`src/grcc_pkg.sv`:
```
// Shared constants, stage payload types and helpers for the grid ray caster.
package grcc_pkg;

  localparam int MAP_SIZE     = 8;
  localparam int FRAC_BITS    = 12;
  localparam int SCREEN_WIDTH = 640;
  localparam int DDA_STEPS    = 2 * MAP_SIZE + 2;
  localparam int DIV_BITS     = 13;
  localparam int LINE_SAT     = 2048;

  // cam numerator is column * 2^(F+1) / 640 = column * 64 / 5; divide by 5 by reciprocal
  localparam int CAM_MUL_SHIFT = FRAC_BITS + 1 - 7;
  localparam logic [16:0] CAM_RECIP = 17'd52429;
  localparam int CAM_RECIP_SHIFT = 18;

  localparam logic [16:0] ONE = 17'(1 << FRAC_BITS);

  typedef enum logic [2:0] {
    REG_PLAYER_X      = 3'd0,
    REG_PLAYER_Y      = 3'd1,
    REG_DIR_X         = 3'd2,
    REG_DIR_Y         = 3'd3,
    REG_PLANE_X       = 3'd4,
    REG_PLANE_Y       = 3'd5,
    REG_MAP_WALLS     = 3'd6,
    REG_SCREEN_HEIGHT = 3'd7
  } reg_index_t;

  typedef struct packed {
    logic              valid;
    logic [9:0]        column;
    logic [16:0]       ax;
    logic [16:0]       ay;
    logic              neg_x;
    logic              neg_y;
    logic [16:0]       tx;
    logic [16:0]       ty;
    logic signed [5:0] mx;
    logic signed [5:0] my;
    logic              side;
    logic [16:0]       tprev;
    logic              stepped;
    logic              done;
  } dda_t;

  typedef struct packed {
    logic                valid;
    logic [9:0]          column;
    logic                side;
    logic [2:0]          hit_x;
    logic [2:0]          hit_y;
    logic [8:0]          half_h;
    logic [26:0]         rem;
    logic [16:0]         den;
    logic [DIV_BITS-1:0] quot;
    logic                sat;
  } div_t;

  function automatic logic is_wall(logic signed [5:0] x, logic signed [5:0] y,
                                   logic [63:0] walls);
    logic [5:0] idx;
    idx = 6'(y * MAP_SIZE + x);
    if (x < 0 || y < 0 || x >= 6'(MAP_SIZE) || y >= 6'(MAP_SIZE)) begin
      return 1'b1;
    end
    return walls[idx];
  endfunction

  function automatic logic [2:0] clamp_cell(logic signed [5:0] c);
    if (c < 0) begin
      return 3'd0;
    end
    if (c > 6'(MAP_SIZE - 1)) begin
      return 3'(MAP_SIZE - 1);
    end
    return c[2:0];
  endfunction

endpackage

```
`src/grcc_dda_step.sv`:
```
// One registered DDA step: wall test at the current cell, else advance one cell.
module grcc_dda_step (
  input  logic               clk,
  input  logic               rst,
  input  logic               en,
  input  logic [63:0]        map_walls,
  input  grcc_pkg::dda_t     din,
  output grcc_pkg::dda_t     dout
);
  import grcc_pkg::*;

  logic [33:0] cross_x;
  logic [33:0] cross_y;
  dda_t        nxt;

  assign cross_x = 34'(din.tx) * 34'(din.ay);
  assign cross_y = 34'(din.ty) * 34'(din.ax);

  always_comb begin
    nxt = din;
    if (!din.done) begin
      if (is_wall(din.mx, din.my, map_walls)) begin
        nxt.done = 1'b1;
      end else if (cross_x < cross_y) begin
        nxt.tprev   = din.tx;
        nxt.tx      = din.tx + ONE;
        nxt.mx      = din.neg_x ? din.mx - 6'sd1 : din.mx + 6'sd1;
        nxt.side    = 1'b0;
        nxt.stepped = 1'b1;
      end else begin
        nxt.tprev   = din.ty;
        nxt.ty      = din.ty + ONE;
        nxt.my      = din.neg_y ? din.my - 6'sd1 : din.my + 6'sd1;
        nxt.side    = 1'b1;
        nxt.stepped = 1'b1;
      end
    end
  end

  always_ff @(posedge clk) begin
    if (rst) begin
      dout.valid <= 1'b0;
    end else if (en) begin
      dout <= nxt;
    end
  end

endmodule

```
`config.mk`:
```
export PLATFORM = sky130hd
export DESIGN_NAME = grcc_dda_step
export DESIGN_NICKNAME = d
export VERILOG_FILES = /design/src/grcc_pkg.sv /design/src/grcc_dda_step.sv
export SDC_FILE = /design/constraint.sdc
export NUM_CORES = 2
export LEC_CHECK = 0
export ABC_AREA = 1
export ABC_CLOCK_PERIOD_IN_PS = 10600
export BUFFER_PORTS_ARGS = -buffer_cell sky130_fd_sc_hd__buf_2
export CORE_AREA = 2 2 276 278
export CTS_BUF_LIST = sky130_fd_sc_hd__clkbuf_4 sky130_fd_sc_hd__clkbuf_8
export DETAILED_ROUTE_END_ITERATION = 10
export DIE_AREA = 0 0 278 280
export MAX_ROUTING_LAYER = met4
export SLEW_MARGIN = 20
export SYNTH_ARGS = -nofsm -noshare
export SYNTH_HDL_FRONTEND = slang
export SYNTH_SLANG_ARGS = --single-unit
```
`constraint.sdc`:
```
create_clock -name clk -period 10.6 [get_ports clk]
set_input_delay 1.06 -clock clk [delete_from_list [all_inputs] [get_ports clk]]
set_output_delay 1.06 -clock clk [all_outputs]
set_load 0.01 [all_outputs]
```
======== Word level (Yosys, flattened, before mapping) ========
Index checks and enable logic that the tools add are counted.
W data, S select, Z words.
operators by class
  add/sub/neg operators ................... 7
  $mul .................................... 2
  div/mod/pow operators ................... 0
  magnitude comparators ................... 6
  eq/ne operators ......................... 0
  shift-type cells ........................ 0
  mux-type cells .......................... 17
  bitwise logic cells ..................... 1
  reduce and logical (&&, ||, !) cells .... 4
operators with widths
  kind                      number
  $mul A17 B17 Y34          2
  $mux W66                  1
  $mux W65                  1
  $add A17 B13 Y17 const B  2
  $lt A34 B34 Y1            1
  $mux W17                  2
  $mux W6                   4
  $mux W19                  1
  $add A6 B2 Y6 const B     2
  $ge A6 B5 Y1 const B      2
  $lt A6 B1 Y1 const B      2
  $sub A6 B2 Y6 const B     2
  $lt A6 B7 Y1 const B      1
  $mux W1                   7
  $add A6 B6 Y6             1
  $bmux W1 S6               1
  $logic_or A1 B1 Y1        3
  $reduce_and A2 Y1         1
  $not A1 Y1                1
storage, ports and cells
  flip-flop bits (word level) ............. 113
  bits in latches ......................... 0
  bits in writable memories ............... 0
  memory bits (read-only) ................. 0
  input bits .............................. 180
  output and inout port bits .............. 113
  logic and storage cells ................. 51
  memories ................................ 0

======== Longest topological paths before layout ========
  depth after elaboration ................. 10
  gate-level depth with buffers ........... 41
  depth with buffers taken out ............ 38

======== Worst setup path after synthesis ========
No wires, ideal clock.
  kind .................................... input port to flip-flop
  start ................................... input din[56] (netlist name)
  end ..................................... register dout[8] (netlist name), data pin
  library setup time ...................... 259 ps
  data arrival time ....................... 7,536 ps
  data required time ...................... 10,341 ps
  slack ................................... 2,805 ps
  cell stages on the path ................. 37
  path buffers ............................ 3
  path through ............................ clkbuf_1 -> buf_1 -> nand2_1 -> fa_1 -> inv_1 -> fa_1 -> inv_1 -> fa_1 -> inv_1 -> fa_1 -> fa_1 -> inv_1 -> fa_1 -> inv_1 -> ha_1 -> nand2_1 -> nor2_1 -> inv_1 -> o21ai_0 -> nand3_1 -> nand2_1 -> nand3_1 -> nand3_1 -> nand2_1 -> ha_1 -> nand2_1 -> nor2_1 -> nand4_1 -> nor3b_1 -> nand2_1 -> nand2_2 -> inv_2 -> buf_2 -> nand2_1 -> nand2_1 -> nor2_1 -> a21oi_1
RTL lines
  what                  line                 source
  from (decl)           grcc_dda_step.sv:7   input grcc_pkg::dda_t din,
  to (signal assigned)  grcc_dda_step.sv:44  dout <= nxt;
  to (decl)             grcc_dda_step.sv:8   output grcc_pkg::dda_t dout

==> flow_metrics.tcl <==
set metrics [dict create \
    grt_max_degree 75 \
    synth-seq-cells 113 \
    htree_num_levels 4 \
    cts.repair_timing.setup_buffer_count 0 \
    layout.nets 4325 \
    cp.buffers_inverters 7 \
    status "complete, no violations" \
    crit_path_end_kind "register" \
    layoutNonFillerInstCount 4427 \
    cts.hold.buffers_added 0 \
    final-seq-area_sq_um 3380 \
    detail_route.drc_violations 0 \
    synth_fp_nets 4167 \
    placement.io_buffers 292 \
    hold_viol_final 0 \
    gr-total-overflow 0 \
    core_area_sq_um 75200 \
    dpl.hpwl_um 56300 \
    maximum_fanout_along_the_worst_path 32 \
    gr-max-usage-layer "met2" \
    flow.area_growth_from_synthesis_pct 9.58 \
    pre_cts_slack_ps 1510 \
    leading_cell_types_by_count_after_synthesis "921 x inv_1, 870 x nand2_1, 451 x fa_1, 260 x ha_1, 122 x clkbuf_1" \
    gr-usage-met1_pct 23.3 \
    registers.top_by_ff_count "dout" \
    number_of_global_route_vias_before_repair 21700 \
    drt-initial-drc-count 1086 \
    final.min_clock_period_ps 8640 \
    multiInputGateArea_sq_um 18400 \
    critPathKind "input port to register" \
    worst_skew_pair.late_latency_ps 440 \
    finalSetupViolations 0 \
    asyncSetResetFlopFracSynth_pct 0 \
    post_detailed_route_wirelength_per_cell_um 15.9 \
    netlist.area_leader.share_pct 34.9 \
    critPathMaxStageDelay_ps 580 \
    synth_cell_types 38 \
    tritoncts "yes" \
    crit_required_ps 10800 \
    seq_total_area_yosys_pct 13.1 \
    postRouteWirelength_um 70400 \
    gr-usage-met3_pct 1.65 \
    floorplan.initialDensity_pct 34.4 \
    hold_class "register to register" \
    chipHeight_um 280 \
    crit_share_post_route_pct 81.5 \
    largest_reg_flops 113 \
    post-route-util_pct 37.7 \
    synthesis.instances 3276 \
    tightest_slew_ps 1020 \
    slew-limit-headroom_pct 31.9 \
    detailroute.via_count 20800 \
    place_congestion 0.910 \
    post-place-cells 4393 \
    maxCapViolCount 0 \
    number_of_buffers_added_by_the_clock_tree_synthesis_step 17 \
    ant_nets 0 \
    post_drt_via_cell_ratio 4.70 \
    drt_pass1_iterations 8 \
    max-clock-path-buffers 2 \
    resized_gates_after_cts 0 \
    crit_path_max_delay_family "adder cells" \
    synth_enable_flop_cells 112 \
    floorplan.io_pins 293 \
    arrival_ps 8840 \
    dieWidth_um 278 \
    rsz0062_at_grt "false" \
    global_route_wire_length_before_repair_um 116000 \
    yosysMostFrequentCell "inv_1" \
    final_layout_size_suffix_gt1_share_pct 10.0 \
    design.die.area_sq_um 77800 \
    critical_path.startpoint_type "input port" \
    synthesis.yosys.warnings 0 \
    final.fill_count 7842 \
    synth_area_sq_um 25900 \
    clockRootBuffer "clkbuf_8" \
    core.rowCount 101 \
    tritoncts_num_sinks 113 \
    most_common_cell_on_crit_path "nand2_1" \
    grt.total_usage_pct 19.3 \
    postSynthAreaPerCell_sq_um 7.91 \
    largest_cells_by_area_after_synthesis "fa_1 35%, inv_1 13%, edfxtp_1 13%" \
    fmaxAchievable_ghz 0.116 \
    synth-main-ff-cell "edfxtp_1" \
    cts.reportedPaths.clkPinSlew_ps 70 \
    area_leader_netlist "fa_1" \
    setup_total_negative_slack_ps 0 \
    m2_gr_usage_pct 34.5 \
    biggest_registers_after_layout "dout: 113 flops" \
    setup_slack_ps 1960 \
    grt_antenna_before_repair 2 \
    fin_skew_ps 0 \
    finalMaxSlewViolations 0 \
    cp_slowest_cell "fa_1" \
]
==> worst register-to-register path: stages, from the launching register on <==
cell	delay [ps]
dfxtp_1	330
nand2_1	50
a21oi_1	120
==> final cells by class <==
cell class	count	share of cell area, %
Antenna cell	2	0.0176
Clock buffer	17	0.824
Clock inverter	15	0.696
Inverter	926	12.3
Multi-Input combinational cell	2082	64.7
Sequential cell	113	11.9
Tap cell	978	4.31
Timing Repair Buffer	294	5.20
==> cell usage in the layout (no fill, tap or decap), drive strengths merged, types with 13 or more instances in the layout <==
| cell type | count |
|---|---|
| inv | 932 |
| nand2 | 878 |
| fa | 451 |
| buf | 294 |
| ha | 260 |
| a21oi | 115 |
| edfxtp | 112 |
| nor2 | 95 |
| nand3 | 84 |
| o21ai | 64 |
| xor2 | 47 |
| xnor2 | 22 |
| clkbuf | 17 |
| a21o | 13 |
==> logic make-up after synthesis <==
family | synth area share [%]
AOI/OAI and AO/OA | 4.59
adders and majority gates | 47.4
DFF | 13.1
and+or+nand+nor | 16.6
xor gates and xnor gates | 2.33
buffers and inverters | 16.0
==> final timing paths <==
kind              cells after the start  slack [ps]                      to                    from
hold / removal                        2         460  dout[112]$_SDFFE_PP0P_  dout[112]$_SDFFE_PP0P_
hold reg to reg                       2         460  dout[112]$_SDFFE_PP0P_  dout[112]$_SDFFE_PP0P_
setup / recovery                     32        1960      dout[26]$_DFFE_PP_                 din[58]
setup reg to reg                      2       10040  dout[112]$_SDFFE_PP0P_  dout[112]$_SDFFE_PP0P_
==> per-stage QoR <==
step                      cell area, sq um  hold WS, ps
final                                28400          462
after CTS                            28400          465
after global placement               27900          456
after detailed placement             27900          455
after global routing                 28400          509
after floorplan                      25900          477
==> metal layers <==
layer	share of wire, %	vias to the layer above
met5	0	-
met4	2.3	0
met3	4.8	99
met2	52	640
met1	41	10200
li1	-	9833
Power is not shown: default switching activity piles up to over one toggle a cycle in this logic, so the estimate is an artifact.
