## config.mk

```make
export PLATFORM = sky130hd
export DESIGN_NAME = grcc_div_step
export DESIGN_NICKNAME = d
export VERILOG_FILES = /design/src/grcc_pkg.sv /design/src/grcc_div_step.sv
export SDC_FILE = /design/constraint.sdc
export NUM_CORES = 1
export LEC_CHECK = 0
export BUFFER_PORTS_ARGS = -buffer_cell sky130_fd_sc_hd__buf_2
export CELL_PAD_IN_SITES_DETAIL_PLACEMENT = 1
export CELL_PAD_IN_SITES_GLOBAL_PLACEMENT = 1
export CORE_ASPECT_RATIO = 1.2
export CORE_MARGIN = 5
export CORE_UTILIZATION = 36
export DETAILED_ROUTE_END_ITERATION = 8
export MAX_ROUTING_LAYER = met4
export PLACE_DENSITY = 0.81
export SETUP_SLACK_MARGIN = 0.5
export SLEW_MARGIN = 10
export SYNTH_ARGS = -nofsm -noshare
export SYNTH_HDL_FRONTEND = slang
export SYNTH_SLANG_ARGS = --single-unit
export TNS_END_PERCENT = 1
```

## constraint.sdc

```tcl
create_clock -name clk -period 6 [get_ports clk]
set_input_delay 1.2 -clock clk [delete_from_list [all_inputs] [get_ports clk]]
set_output_delay 1.2 -clock clk [all_outputs]
set_load 0.01 [all_outputs]
```

## src/grcc_pkg.sv

```systemverilog
// Shared constants, stage payload types and helpers for the grid ray caster.
package grcc_pkg;

  localparam int MAP_SIZE     = 8;
  localparam int FRAC_BITS    = 12;
  localparam int SCREEN_WIDTH = 640;
  localparam int DDA_STEPS    = 2 * MAP_SIZE + 2;
  localparam int DIV_BITS     = 13;
  localparam int LINE_SAT     = 2048;

  // cam numerator is column * 2^(F+1) / 640 = column * 64 / 5; divide by 5 by reciprocal
  localparam int CAM_MUL_SHIFT = FRAC_BITS + 1 - 7;
  localparam logic [16:0] CAM_RECIP = 17'd52429;
  localparam int CAM_RECIP_SHIFT = 18;

  localparam logic [16:0] ONE = 17'(1 << FRAC_BITS);

  typedef enum logic [2:0] {
    REG_PLAYER_X      = 3'd0,
    REG_PLAYER_Y      = 3'd1,
    REG_DIR_X         = 3'd2,
    REG_DIR_Y         = 3'd3,
    REG_PLANE_X       = 3'd4,
    REG_PLANE_Y       = 3'd5,
    REG_MAP_WALLS     = 3'd6,
    REG_SCREEN_HEIGHT = 3'd7
  } reg_index_t;

  typedef struct packed {
    logic              valid;
    logic [9:0]        column;
    logic [16:0]       ax;
    logic [16:0]       ay;
    logic              neg_x;
    logic              neg_y;
    logic [16:0]       tx;
    logic [16:0]       ty;
    logic signed [5:0] mx;
    logic signed [5:0] my;
    logic              side;
    logic [16:0]       tprev;
    logic              stepped;
    logic              done;
  } dda_t;

  typedef struct packed {
    logic                valid;
    logic [9:0]          column;
    logic                side;
    logic [2:0]          hit_x;
    logic [2:0]          hit_y;
    logic [8:0]          half_h;
    logic [26:0]         rem;
    logic [16:0]         den;
    logic [DIV_BITS-1:0] quot;
    logic                sat;
  } div_t;

  function automatic logic is_wall(logic signed [5:0] x, logic signed [5:0] y,
                                   logic [63:0] walls);
    logic [5:0] idx;
    idx = 6'(y * MAP_SIZE + x);
    if (x < 0 || y < 0 || x >= 6'(MAP_SIZE) || y >= 6'(MAP_SIZE)) begin
      return 1'b1;
    end
    return walls[idx];
  endfunction

  function automatic logic [2:0] clamp_cell(logic signed [5:0] c);
    if (c < 0) begin
      return 3'd0;
    end
    if (c > 6'(MAP_SIZE - 1)) begin
      return 3'(MAP_SIZE - 1);
    end
    return c[2:0];
  endfunction

endpackage

```

## src/grcc_div_step.sv

```systemverilog
// One restoring-division stage: resolves a single quotient bit of the slice height.
module grcc_div_step (
  input  logic           clk,
  input  logic           rst,
  input  logic           en,
  input  logic [3:0]     bit_pos,
  input  grcc_pkg::div_t din,
  output grcc_pkg::div_t dout
);
  import grcc_pkg::*;

  logic [29:0] trial;
  div_t        nxt;

  assign trial = 30'(din.den) << bit_pos;

  always_comb begin
    nxt = din;
    if (30'(din.rem) >= trial) begin
      nxt.rem = din.rem - trial[26:0];
      nxt.quot[bit_pos] = 1'b1;
    end
  end

  always_ff @(posedge clk) begin
    if (rst) begin
      dout.valid <= 1'b0;
    end else if (en) begin
      dout <= nxt;
    end
  end

endmodule

```

### Yosys cells after proc, flatten, opt, wreduce, memory -nomap -nowiden

Cells that the tools add are included.

* register bits after elaboration: 85

* $add $sub $neg: 1
* magnitude comparators: 3
* shifts and indexed selects: 1
* mux-type cells: 4
* bitwise logic cells: 2
* reduce and logical (&&, ||, !) cells: 2

Operators by type and width (count)
* 27-bit by 30-bit greater-or-equal comparator with 1-bit output: 1
* 17-bit by 4-bit << shifter with 30-bit output: 1
* 27-bit two-way mux: 1
* 27-bit subtractor: 1
* 13-bit two-way mux: 1
* 13-bit bitwise OR: 1
* 4-bit by 5-bit < comparator with 1-bit output, second input constant: 1
* 1-bit demux with 4-bit select: 1
* 4-bit by 1-bit greater-or-equal comparator with 1-bit output, second input constant: 1
* 2-bit AND reduction: 1
* 1-bit logical AND: 1
* 1-bit two-way mux: 1
* 1-bit inverter: 1

### Depth between registers and ports, before layout

* depth after elaboration: 6
* mapped depth: 18
* mapped depth without buffers: 15

### Worst setup path after synthesis

No wires, ideal clock.

* kind: input-to-reg
* from: in bit_pos[0]
* to: reg dout[36] (netlist bit), data pin
* arrival time: 5473 ps
* data required time: 5740 ps
* path slack: 267 ps
* stages on the path: 18
* path buffers: 5
* path through: buf_1 clkbuf_1 clkbuf_1 mux2i_1 mux2i_1 nand2_1 o21ai_0 o21ai_0 ha_1 buf_6 and3_1 a221o_1 a31o_1 a311o_1 a2111oi_4 nor2_2 buf_6 mux2_4

RTL lines
* start, declared: RTL line grcc_div_step.sv:6 `input logic [3:0] bit_pos,`
* end signal, assigned: RTL line grcc_div_step.sv:29 `dout <= nxt;`
* end, declared: RTL line grcc_div_step.sv:8 `output grcc_pkg::div_t dout`

==> impl_metrics.toml <==
[status]
run_status = "finished, final reports clean"

[placement]
gp_congestion = 0.873
dp_cells = 878
hpwlAfterDp_mm = 15.0
placement.io_buffers = 176
pre_cts_slack_ns = 0.195
postPlaceCellArea_um2 = 6700

[worst_setup_path]
timing_worst_setup_path_type = "in2reg"
startpoint_type = "input port"
worst-endpoint-arrival_ns = 5.35
crit_path_end_kind = "flip-flop"
crit_path_top_delay_cell = "sky130_fd_sc_hd__nor2_2"
worst-path-max-fanout = 21
critical_path.reg2reg.endpoint = "dout[84]"
r2r_setup_slack_ns = 5.41
critical_path_required_ns = 6.10
worst_path_largest_cell_delay_ns = 0.76
critical_path.cell_chain = "clkbuf_4 -> buf_4 -> nor2_1 -> a31oi_1 -> or2_2 -> ha_1 -> o21a_1 -> o31a_1 -> o21a_1 -> a311o_1 -> a2111oi_4 -> buf_4 -> nor2_2 -> mux2_4"
rr_worst_depth = 2
r2r-start = "dout[84]"

[synth]
largest_family_of_logic_cells_by_synthesized_area = "compound AO/OA/AOI/OAI gates"
share_of_the_yosys_chip_area_belonging_to_registers = 0.457
post_synth.cell_area_avg_um2 = 10.9
synth_common_cells = "sky130_fd_sc_hd__edfxtp_1 (84), sky130_fd_sc_hd__o21ai_0 (42), sky130_fd_sc_hd__nand2_1 (40)"
yosys_warnings = 0
ff_latch_count_synth = 85
leading_cell_type_by_number_of_instances_after_synthesis = "sky130_fd_sc_hd__edfxtp_1"
post_synth_mux_area_share = 0.111
netlist.area_leader.share = 0.453
number_of_enable_flip_flop_cells_after_synthesis = 84
synth_area_leaders = "sky130_fd_sc_hd__edfxtp_1 (45%), sky130_fd_sc_hd__ha_1 (6.3%), sky130_fd_sc_hd__mux2_4 (4.6%)"
ys_types = 60
post-synth-top-area-cell = "sky130_fd_sc_hd__edfxtp_1"
synthFlopType = "sky130_fd_sc_hd__edfxtp_1"
post_synthesis_adder_cell_area_fraction = 0.0666
mappedNetlistArea_um2 = 5560
synth_compound_gate_area_share = 0.195
synthSimpleGateAreaFrac = 0.112
syn_inst = 509
synthArstFlopShare = 0
synth-xor-area-share = 0.0268
synth.net_count = 630

[clock_network]
cts_buffer_depth = 2
numCtsBuffers = 9
cts_root_buf = "sky130_fd_sc_hd__clkbuf_16"
cts_hold_repair.buffers = 0
clk_latency_ns = 0.34
clk_pin_slew_ns = 0.07
clkSinkCount = 85
tritoncts = "yes"
ctsHtreeMaxLevel = 3

[global_routing]
antenna_found_initial = 1
global_route.overflow_total = 0
grt_pass1_vias = 5225
grt_first_pass_wirelength_mm = 28.1
grt_start_max_net_pins = 85
groute.usage.overall = 0.205

[layout]
post_route_cells_drive_above_1_share = 0.368
num-nets-final = 808
final_cell_area_um2 = 7020
final-instance-count-excl-fill = 897
max_reg_flops = 85
reg_with_most_ffs = "dout"
top_regs = "dout x85"
flow.area_growth_from_synthesis_pct = 26.2

[pwr]
power.density_nw_per_um2 = 275
share_comb_of_total_power = 0.319
power.sequential.fraction = 0.378
switching_share = 0.322
power.net_switching_uw = 623
finalPower_mw = 1.93
power.static_leakage_nw = 3.05
power.ir.vdd_worst_uv = 155
internal_power_mw = 1.31
share_clk_of_total_power = 0.303

[detailed_routing]
route.detailed.drc = 0
routed_via_density = 5.54
post_drt_wl_per_cell_um = 21.2
via_count = 4967
finalWirelength_mm = 19.1
initialDrtViolationCount = 326
ant_nets = 0
detail_route.first_pass.iterations = 4

[timing]
setup_tns_ns = 0
relSlewSlack = 0.271
drv_slew = 0
report.final.setup_viol = 0
fmax_mhz = 191
final.min_clock_period_ns = 5.25
worst_pin_slew_ns = 1.09
min_period_over_period = 0.875
worst_clock_skew_ns = 0
grt_setup_unrepaired = "false"
timing_hold_violations_final = 0
worst_setup_slack_after_layout_ns = 0.751

[hold_path]
class_of_the_worst_hold_path = "reg2reg"
hold_depth = 2
min_to = "dout[84]"
timing.hold.worst.start = "dout[84]"

[die]
die_w_um = 123
initial_core_util = 0.369
overall_die_area_um2 = 18000
fp.dieH_um = 146
io_pins = 177
core_area_um2 = 15100
fp-row-count = 49

[run]
max_cap_viol_count = 0
==> worst max path at each step <==
| stage | start | endpoint | slack [ns] | cells past startpoint |
|---|---|---|---|---|
| after floorplan | bit_pos[0] | dout[36] | 0.50 | 18 |
| after global placement | bit_pos[0] | dout[42] | 0.36 | 13 |
| after detailed placement | bit_pos[0] | dout[40] | 0.19 | 13 |
| after CTS | bit_pos[0] | dout[40] | 0.56 | 13 |
| after global routing | bit_pos[0] | dout[45] | 0.56 | 14 |
| final | bit_pos[0] | dout[45] | 0.75 | 14 |
==> cells by family after synthesis <==
logic type,count (synthesis)
and+or+nand+nor,126
AOI/OAI and AO/OA,163
buffers and inverters,38
adders and majority gates,29
muxes,51
xor gates and xnor gates,17
DFF,85
==> layer usage <==
metal  GRT usage  up-vias  share of wire
met1       0.234     2432           0.39
met4      0.0654        0          0.021
met2       0.359      190           0.51
met3      0.0364       25          0.082
met5           -        -              0
li1            -     2320              -
==> layout make-up <==
class                   instances  area, um2
diodes                          1       2.50
clock buffers                   9        225
clock inverters                 7       81.3
fillers                      1784       8060
inverters                      12       45.0
multi-input cells             387       2870
flip-flops and latches         85       2540
well taps                     204        255
repair buffers                192       1000
==> through the flow <==
step,hold slack (ns),utilization
floorplan,0.528,-
global placement,0.473,0.444
detailed placement,0.499,0.444
CTS,0.515,0.464
global route,0.536,0.465
finish,0.510,0.465
==> cells in the final DEF (no fill, tap or decap), types with 9 or more instances in the layout <==
| cell type | Yosys | routed |
|---|---|---|
| sky130_fd_sc_hd__and3_1 | 13 | 13 |
| sky130_fd_sc_hd__o21ai_0 | 42 | 42 |
| sky130_fd_sc_hd__edfxtp_1 | 84 | 84 |
| sky130_fd_sc_hd__a31o_2 | 10 | 10 |
| sky130_fd_sc_hd__mux2_4 | 17 | 17 |
| sky130_fd_sc_hd__buf_2 | 1 | 175 |
| sky130_fd_sc_hd__buf_4 | 0 | 16 |
| sky130_fd_sc_hd__xnor2_1 | 10 | 10 |
| sky130_fd_sc_hd__ha_1 | 28 | 28 |
| sky130_fd_sc_hd__nand2_1 | 40 | 40 |
| sky130_fd_sc_hd__mux2i_1 | 25 | 25 |
| sky130_fd_sc_hd__inv_1 | 12 | 12 |
| sky130_fd_sc_hd__nor2b_1 | 10 | 9 |
| sky130_fd_sc_hd__nor2_1 | 25 | 25 |
| sky130_fd_sc_hd__clkbuf_16 | 0 | 9 |
| sky130_fd_sc_hd__a21o_1 | 16 | 16 |
| sky130_fd_sc_hd__a21oi_1 | 39 | 39 |
==> worst max-delay path, delay by kind of cell <==
kind,cells,cell delay [ns]
compound gates,6,1.28
fa+ha+maj,1,0.37
buf+inv,3,0.63
mux,1,0.35
simple gates,3,1.50
==> power by group through the flow <==
stage | Clock [mW] | Sequential, mW | Combinational, mW
after floorplan | 0 | 0.771 | 0.377
after global placement | 0 | 0.743 | 0.588
after detailed placement | 0 | 0.746 | 0.608
after CTS | 0.599 | 0.733 | 0.612
after global routing | 0.623 | 0.736 | 0.669
final | 0.585 | 0.731 | 0.617
==> repair_timing <==
item,4_1_cts,5_1_grt
buffers inserted,0,1
gates resized for setup,0,1
setup endpoints to repair,0,35
No activity file was read; power rests on OpenSTA's default activity.
